==> src/tcw_pkg.sv <==
// Shared types and constants for the text console writer.
`default_nettype none

package tcw_pkg;

  typedef enum logic [1:0] {
    OP_PUT   = 2'd0,
    OP_CLEAR = 2'd1,
    OP_READ  = 2'd2,
    OP_NONE  = 2'd3
  } tcw_op_e;

  localparam logic [7:0] CH_NEWLINE   = 8'd10;
  localparam logic [7:0] CH_BACKSPACE = 8'd8;
  localparam logic [7:0] CH_SPACE     = 8'd32;
  localparam logic [7:0] ATTR_RESET   = 8'd15;

  typedef struct packed {
    logic [1:0]  operation;
    logic [7:0]  char_code;
    logic [10:0] cell_address;
  } tcw_in_t;

  typedef struct packed {
    logic [10:0] cursor_position;
    logic [15:0] cell_data;
  } tcw_out_t;

endpackage

`default_nettype wire

==> src/tcw_seq.sv <==
// Operation sequencer: cursor update, scroll copy, blanking walks and cell reads.
`default_nettype none

module tcw_seq
  import tcw_pkg::*;
#(
  parameter int COLUMNS = 80,
  parameter int ROWS    = 25,
  localparam int Cells  = COLUMNS * ROWS,
  localparam int Aw     = $clog2(Cells),
  localparam int Cw     = $clog2(COLUMNS)
) (
  input  wire logic          clk_i,
  input  wire logic          rst_ni,
  input  wire logic          start_i,
  input  wire tcw_in_t       item_i,
  input  wire logic [7:0]    attr_i,
  output logic               busy_o,
  output logic               done_o,
  output logic [Aw-1:0]      cursor_o,
  output logic [15:0]        data_o,
  output logic               ram_we_o,
  output logic [Aw-1:0]      ram_waddr_o,
  output logic [15:0]        ram_wdata_o,
  output logic [Aw-1:0]      ram_raddr_o,
  input  wire logic [15:0]   ram_rdata_i
);

  typedef enum logic [6:0] {
    S_IDLE   = 7'b0000001,
    S_DECODE = 7'b0000010,
    S_SCR_RD = 7'b0000100,
    S_SCR_WR = 7'b0001000,
    S_BLANK  = 7'b0010000,
    S_READ   = 7'b0100000,
    S_DONE   = 7'b1000000
  } state_e;

  localparam logic [Aw-1:0] LastCell    = Aw'(Cells - 1);
  localparam logic [Aw-1:0] LastRowBase = Aw'(Cells - COLUMNS);
  localparam logic [Aw-1:0] LastCopy    = Aw'(Cells - COLUMNS - 1);
  localparam logic [Aw-1:0] ColsA       = Aw'(COLUMNS);
  localparam logic [Cw-1:0] LastCol     = Cw'(COLUMNS - 1);

  state_e        state_q, state_d;
  logic [Aw-1:0] cnt_q, cnt_d;
  logic [Aw-1:0] cursor_q, cursor_d;
  logic [Cw-1:0] col_q, col_d;
  tcw_in_t       item_q;
  logic [15:0]   data_q, data_d;

  logic [Aw+10:0] addr_ext;
  logic           addr_ok;
  logic           last_row;
  logic [15:0]    blank_cell;
  tcw_op_e        op;

  assign addr_ext   = {{Aw{1'b0}}, item_q.cell_address};
  assign addr_ok    = addr_ext < (Aw + 11)'(Cells);
  assign last_row   = cursor_q >= LastRowBase;
  assign blank_cell = {attr_i, CH_SPACE};
  assign op         = tcw_op_e'(item_q.operation);

  always_comb begin
    state_d     = state_q;
    cnt_d       = cnt_q;
    cursor_d    = cursor_q;
    col_d       = col_q;
    data_d      = data_q;
    ram_we_o    = 1'b0;
    ram_waddr_o = cnt_q;
    ram_wdata_o = blank_cell;
    ram_raddr_o = cnt_q + ColsA;

    case (state_q)
      S_IDLE: begin
        if (start_i) begin
          state_d = S_DECODE;
        end
      end

      S_DECODE: begin
        data_d  = '0;
        state_d = S_DONE;
        case (op)
          OP_PUT: begin
            if (item_q.char_code == CH_NEWLINE) begin
              cursor_d = cursor_q + ColsA - Aw'(col_q);
              col_d    = '0;
              if (last_row) begin
                state_d = S_SCR_RD;
              end
            end else if (item_q.char_code == CH_BACKSPACE) begin
              if (cursor_q != '0) begin
                ram_we_o    = 1'b1;
                ram_waddr_o = cursor_q - 1'b1;
                cursor_d    = cursor_q - 1'b1;
                col_d       = (col_q == '0) ? LastCol : col_q - 1'b1;
              end
            end else begin
              ram_we_o    = 1'b1;
              ram_waddr_o = cursor_q;
              ram_wdata_o = {attr_i, item_q.char_code};
              cursor_d    = cursor_q + 1'b1;
              col_d       = (col_q == LastCol) ? '0 : col_q + 1'b1;
              if (cursor_q == LastCell) begin
                state_d = S_SCR_RD;
              end
            end
            // on scroll: cursor lands on the start of the bottom row
            if (state_d == S_SCR_RD) begin
              cursor_d = LastRowBase;
              col_d    = '0;
              cnt_d    = '0;
            end
          end
          OP_CLEAR: begin
            cursor_d = '0;
            col_d    = '0;
            cnt_d    = '0;
            state_d  = S_BLANK;
          end
          OP_READ: begin
            ram_raddr_o = addr_ext[Aw-1:0];
            if (addr_ok) begin
              state_d = S_READ;
            end
          end
          default: begin
            state_d = S_DONE;
          end
        endcase
      end

      S_SCR_RD: begin
        state_d = S_SCR_WR;
      end

      S_SCR_WR: begin
        ram_we_o    = 1'b1;
        ram_wdata_o = ram_rdata_i;
        if (cnt_q == LastCopy) begin
          cnt_d   = LastRowBase;
          state_d = S_BLANK;
        end else begin
          cnt_d   = cnt_q + 1'b1;
          state_d = S_SCR_RD;
        end
      end

      S_BLANK: begin
        ram_we_o = 1'b1;
        if (cnt_q == LastCell) begin
          state_d = S_DONE;
        end else begin
          cnt_d = cnt_q + 1'b1;
        end
      end

      S_READ: begin
        data_d  = ram_rdata_i;
        state_d = S_DONE;
      end

      S_DONE: begin
        state_d = S_IDLE;
      end

      default: begin
        state_d = S_IDLE;
      end
    endcase
  end

  always_ff @(posedge clk_i or negedge rst_ni) begin
    if (!rst_ni) begin
      state_q  <= S_IDLE;
      cursor_q <= '0;
      col_q    <= '0;
    end else begin
      state_q  <= state_d;
      cursor_q <= cursor_d;
      col_q    <= col_d;
    end
  end

  always_ff @(posedge clk_i) begin
    cnt_q  <= cnt_d;
    data_q <= data_d;
    if (state_q == S_IDLE && start_i) begin
      item_q <= item_i;
    end
  end

  assign busy_o   = state_q != S_IDLE;
  assign done_o   = state_q == S_DONE;
  assign cursor_o = cursor_q;
  assign data_o   = data_q;

endmodule

`default_nettype wire

==> config.mk <==
export PLATFORM = sky130hd
export DESIGN_NAME = tcw_seq
export DESIGN_NICKNAME = d
export VERILOG_FILES = /design/src/tcw_pkg.sv /design/src/tcw_seq.sv
export SDC_FILE = /design/constraint.sdc
export NUM_CORES = 1
export LEC_CHECK = 0
export BUFFER_PORTS_ARGS = -buffer_cell sky130_fd_sc_hd__clkbuf_2
export CAP_MARGIN = 20
export CELL_PAD_IN_SITES_DETAIL_PLACEMENT = 0
export CELL_PAD_IN_SITES_GLOBAL_PLACEMENT = 1
export CORE_AREA = 2 2 117 119
export CTS_BUF_LIST = sky130_fd_sc_hd__clkbuf_4
export DETAILED_ROUTE_END_ITERATION = 10
export DIE_AREA = 0 0 119 121
export PLACE_DENSITY = 0.86
export SETUP_SLACK_MARGIN = 0.1
export SKIP_CTS_REPAIR_TIMING = 1
export SLEW_MARGIN = 25
export SYNTH_ARGS = -nofsm -noshare
export SYNTH_HDL_FRONTEND = slang
export SYNTH_SLANG_ARGS = --single-unit
==> constraint.sdc <==
create_clock -name clk_i -period 4.15 [get_ports clk_i]
set_input_delay 0.415 -clock clk_i [delete_from_list [all_inputs] [get_ports clk_i]]
set_output_delay 0.415 -clock clk_i [all_outputs]
set_load 0.01 [all_outputs]
### After elaboration in Yosys (flattened, before gate mapping)

Index checks and enable logic that the tools add are counted.

| word-level totals | value |
|---|---|
| bits in registers | 73 |
| bits in latches | 0 |
| RAM bits | 0 |
| ROM bits | 0 |
| bits of input ports | 48 |
| output and inout bits | 68 |
| logic and storage cells | 98 |
| memories | 0 |

| operators by class | value |
|---|---|
| add/sub/neg operators | 8 |
| $mul | 0 |
| divide/modulo/power cells | 0 |
| $lt $le $gt $ge | 2 |
| eq/ne operators | 23 |
| shift-type cells | 0 |
| mux-type cells | 46 |
| bitwise logic cells | 0 |
| reductions and logical operators | 11 |

Operators with widths:

| operator | number |
|---|---|
| $mux 11 | 14 |
| $mux 7 | 15 |
| $pmux 16 s2 | 2 |
| $pmux 11 s2 | 2 |
| $pmux 7 s6 | 1 |
| $eq 11x11->1 const B | 3 |
| $pmux 11 s3 | 1 |
| $mux 8 | 3 |
| $add 11x1->11 const B | 2 |
| $add 11x7->11 const B | 2 |
| $pmux 7 s3 | 1 |
| $eq 8x4->1 const B | 2 |
| $eq 7x3->1 const B | 2 |
| $eq 7x7->1 const B | 2 |
| $pmux 7 s2 | 1 |
| $ge 11x11->1 const B | 1 |
| $lt 11x11->1 const B | 1 |
| $reduce_bool 11->1 | 1 |
| $sub 11x1->11 const B | 1 |
| $sub 11x7->11 | 1 |
| $add 7x1->7 const B | 1 |
| $eq 7x1->1 const B | 1 |
| $eq 7x2->1 const B | 1 |
| $eq 7x4->1 const B | 1 |
| 22 further kinds | 28 |

### Logic depth before layout (Yosys ltp)

| logic depth | value |
|---|---|
| word-level depth | 10 |
| gate-level depth with buffers | 12 |
| mapped depth without buffers | 12 |

### Worst setup path after synthesis

Ideal clock, no wire load.

| path | value |
|---|---|
| path type | register to register |
| from | register cursor_q[0], in the netlist cursor_o[0] |
| to | register cnt_q[0] (enable) |
| setup time | 0.394 ns |
| arrival | 2.828 ns |
| required time | 3.756 ns |
| setup slack | 0.928 ns |
| stages on the path, launching flop included | 9 |
| buffers on the path | 0 |
| clock period less this slack | 3.222 ns |
| path through | dfrtp_1 -> inv_1 -> ha_1 -> or3b_2 -> nor3_1 -> a211o_1 -> o21ai_1 -> nor2b_1 -> o21ai_0 |

| on the way | value |
|---|---|
| cells in the longest elaborated chain, start to end | 9 |
| elaborated cells on any way between the ends | 11 |
| those cells by class | 1 x order compare; 3 x eq/ne; 6 x mux; 1 x reduce/logical |

RTL lines:

| item | RTL line | RTL |
|---|---|---|
| from (decl) | tcw_seq.sv:47 | `logic [Aw-1:0] cursor_q, cursor_d;` |
| from (signal assigned) | tcw_seq.sv:182 | `cursor_q <= cursor_d;` |
| branches (longest 3 deep; another with $ge 11x11->1) | -- |  |
| $mux 7 (*) | tcw_seq.sv:87 | `if (item_q.char_code == CH_NEWLINE) begin` |
| $mux 7 (*) | tcw_seq.sv:85 | `case (op)` |
| $mux 7 (*) | tcw_seq.sv:75 | `case (state_q)` |
| $eq 7x3->1 (*) | tcw_seq.sv:111 | `if (state_d == S_SCR_RD) begin` |
| $ne 3x3->1 (no source line) (*) | -- |  |
| $reduce_and 4->1 (no source line) (*) | -- |  |
| to (signal assigned) | tcw_seq.sv:188 | `cnt_q <= cnt_d;` |
| to (decl) | tcw_seq.sv:46 | `logic [Aw-1:0] cnt_q, cnt_d;` |

Every way passes the cells marked *. The select of a mux whose other input is x is not followed.
A chain may end at the register's enable or synchronous reset.

### Worst setup path in the final report

| path | value |
|---|---|
| from | register state_q[5] |
| to | output port ram_waddr_o[0] |

| on the way | value |
|---|---|
| cells in the longest elaborated chain, start to end | 2 |

RTL lines:

| item | RTL line | RTL |
|---|---|---|
| from (decl) | tcw_seq.sv:45 | `state_e state_q, state_d;` |
| from (signal assigned) | tcw_seq.sv:181 | `state_q <= state_d;` |
| $eq 7x2->1 | tcw_seq.sv:75 |  |
| $mux 11 | tcw_seq.sv:75 |  |
| to (decl) | tcw_seq.sv:23 | `output logic [Aw-1:0] ram_waddr_o,` |

No other way between the ends.

==> impl_metrics.py <==
metrics = {
    "outcome": {
        "outcome": "complete, no violations",
    },
    "timing": {
        "setup_tns_ns": 0,
        "relSlewSlack_pct": 49.8,
        "post-route-period-util_pct": 89.6,
        "rsz0062_at_grt": "no",
        "final.setup.worst_slack_ns": 0.433,
        "fmax_mhz": 269,
        "whs_ns": 0.0125,
        "setup_viol": 0,
        "finalMaxSlewViolations": 0,
        "hold_viol_final": 0,
        "tightest_slew_ns": 0.746,
        "finClkSkew_ns": 0.0153,
        "finalCriticalPeriod_ns": 3.72,
    },
    "global_route": {
        "antenna_found_initial": 0,
        "overflow": 0,
        "met2_usage_pct": 34.2,
        "grt_pass1_vias": 4570,
        "grt_use_met3_pct": 4.93,
        "grt_max_degree": 26,
        "grtUsageTotal_pct": 21.3,
        "grt_pass1_wl_um": 24200,
        "busiest_layer": "met2",
        "globalRouteMet1Util_pct": 28.8,
    },
    "critical_path": {
        "start_kind": "flip-flop",
        "worstPathMaxFanout": 8,
        "crit_path_cell_trace": "or4_1, nor3_1, nand2_1, a21oi_1, o32ai_1, a31oi_1, clkbuf_2",
        "critPathRequiredTime_ns": 3.73,
        "cp.arrival_ns": 3.30,
        "path_class": "reg -> out",
        "crit_slowest_cell": "or4_1",
        "endpoint_kind": "output pin",
        "max_stage_delay_ns": 0.64,
    },
    "clocking": {
        "cts_tree": "built",
        "clk-insertion-delay-late_ns": 0.45,
        "cts_root_buf": "clkbuf_4",
        "cts.path.max_buffers": 2,
        "cts_num_sinks": 73,
        "cts_buffers": 9,
        "clk_pin_slew_ns": 0.13,
        "h-tree-depth": 3,
    },
    "pwr": {
        "power_mw": 2.78,
        "total_leakage_power_nw": 2.58,
        "power.density_nw_per_um2": 460,
        "peakVddDrop_mv": 0.214,
    },
    "drt": {
        "postRouteAntennaNets": 0,
        "viasPerCell": 5.71,
        "drtIter0Drc": 494,
        "routedWlPerCell_um": 18.0,
        "vias": 4827,
        "drt-pass1-iter-count": 5,
        "drc": 0,
        "totalWireLength_um": 15200,
    },
    "placement": {
        "post-dp-hpwl_um": 11400,
        "gp_congestion": 0.981,
        "place_inst": 829,
        "dp_slack_ns": 0.878,
        "io_buffers": 115,
        "placed_area_um2": 5870,
    },
    "floorplan": {
        "start_util_pct": 39.3,
        "rows": 42,
        "io_pins": 116,
        "die_h_um": 121,
        "die_x_um": 119,
        "dieArea_um2": 14400,
        "coreArea_um2": 13100,
    },
    "synth": {
        "synth.distinct_cells": 72,
        "synth-edff-count": 48,
        "synthCells": 561,
        "yosys_warnings": 0,
        "synth_xor_area_share_pct": 5.11,
        "synth_top_family_by_area": "simple AND/OR/NAND/NOR gates",
        "syn_area_um2": 5140,
        "ys_ff_latch": 73,
        "synthAdderAreaFrac_pct": 7.20,
        "yosys.area_share.simple_pct": 22.4,
        "yosysTopAreaCell": "edfxtp_1",
        "ys_seq_area_share_pct": 40.2,
        "synthDominantCellAreaShare_pct": 28.0,
        "synth.area.mux_share_pct": 1.29,
        "dominantRegCellSynth": "edfxtp_1",
        "async_flop_share_pct": 34.2,
        "synth.area.top_cells": "edfxtp_1 (28%), dfrtp_1 (12%), ha_1 (6.8%)",
        "synth-compound-area-share_pct": 19.3,
        "postSynthAreaPerCell_um2": 9.17,
        "synthesis.nets": 638,
    },
    "final_layout": {
        "nets": 741,
        "n_antenna_cell": 0,
        "fillers": 1261,
        "fin_util_pct": 46.2,
        "layout_commonest_cell": "clkbuf_2",
        "postLayoutCellArea_um2": 6040,
        "instances_no_fill": 845,
        "drive_gt1_share_pct": 23.8,
        "layout_common_cells": "clkbuf_2 (115), nand2_1 (59), edfxtp_1 (48), nor2_1 (42), o21ai_0 (32)",
        "syn_to_final_growth_pct": 17.5,
    },
    "flow_run": {
        "cap_viol_max_count": 0,
    },
    "min_path": {
        "hold_path_class": "in -> async",
    },
}
-- worst paths after layout --
check                                         from                       to  slack (ns)  cells after the start
max                         state_q[5]$_DFFE_PN0P_           ram_waddr_o[0]        0.43                      7
min                                         rst_ni  cursor_o[5]$_DFFE_PN0P_        0.01                      1
max reg2reg                cursor_o[0]$_DFFE_PN0P_       cnt_q[8]$_DFFE_PP_        1.13                     10
min reg2reg                 state_q[2]$_DFFE_PN0P_   state_q[0]$_DFFE_PN1P_        0.56                      1
max in group asynchronous                   rst_ni   state_q[3]$_DFFE_PN0P_        3.65                      1
min in group clk_i                       item_i[5]    addr_ext[5]$_DFFE_PP_        0.14                      1
-- synth_stat cells (all sizes together) (6+ instances only) --
cell	count
a22oi	9
nor2b	7
and2	19
edfxtp	48
a31oi	8
nor2	44
xor2	13
nand2	60
inv	29
ha	28
o21ai	38
buf	6
xnor2	17
nand4	6
a22o	6
nand3	20
nor3	17
a21oi	31
dfrtp	24
clkbuf	23
and3	7
-- worst max-delay path, delay by kind of cell (launching register included) --
kind	cells	cell delay, ns
AO/OA/AOI/OAI	3	0.59
buffers and inverters	1	0.19
flip-flops	1	0.44
AND/OR/NAND/NOR	3	1.63
-- state kept, by name, indices dropped and copies added, names as in the netlist --
register,count
data_o,16
item_q,8
addr_ext,11
col_q,7
cnt_q,11
cursor_o,11
state_q,7
op,2
-- kinds of logic after synthesis --
| group | after synthesis |
|---|---|
| buffers and inverters | 58 |
| xor gates and xnor gates | 30 |
| AOI/OAI and AO/OA | 145 |
| DFF | 73 |
| muxes | 6 |
| adders and majority gates | 29 |
| and+or+nand+nor | 220 |
-- metal layers --
layer / vias up / routed length (µm)
met1: 2313 / 6830
met2: 208 / 6890
met5: - / 0
li1: 2276 / -
met3: 30 / 1100
met4: 0 / 351
-- cell type report --
class / count / area, µm² / share of cell area, %
flip-flops and latches: 73 / 2070 / 34.2
well taps: 176 / 220 / 3.64
inverters: 29 / 109 / 1.80
clock buffers: 9 / 67.6 / 1.12
repair buffers: 121 / 621 / 10.3
clock inverters: 7 / 93.8 / 1.55
multi-input cells: 430 / 2860 / 47.4
-- report_power, final --
group          internal [mW]  switching, mW
combinational          0.461          0.697
clock                  0.244          0.283
sequential             0.932          0.162
total                   1.64           1.14
Power figures use the tool's default switching activity.
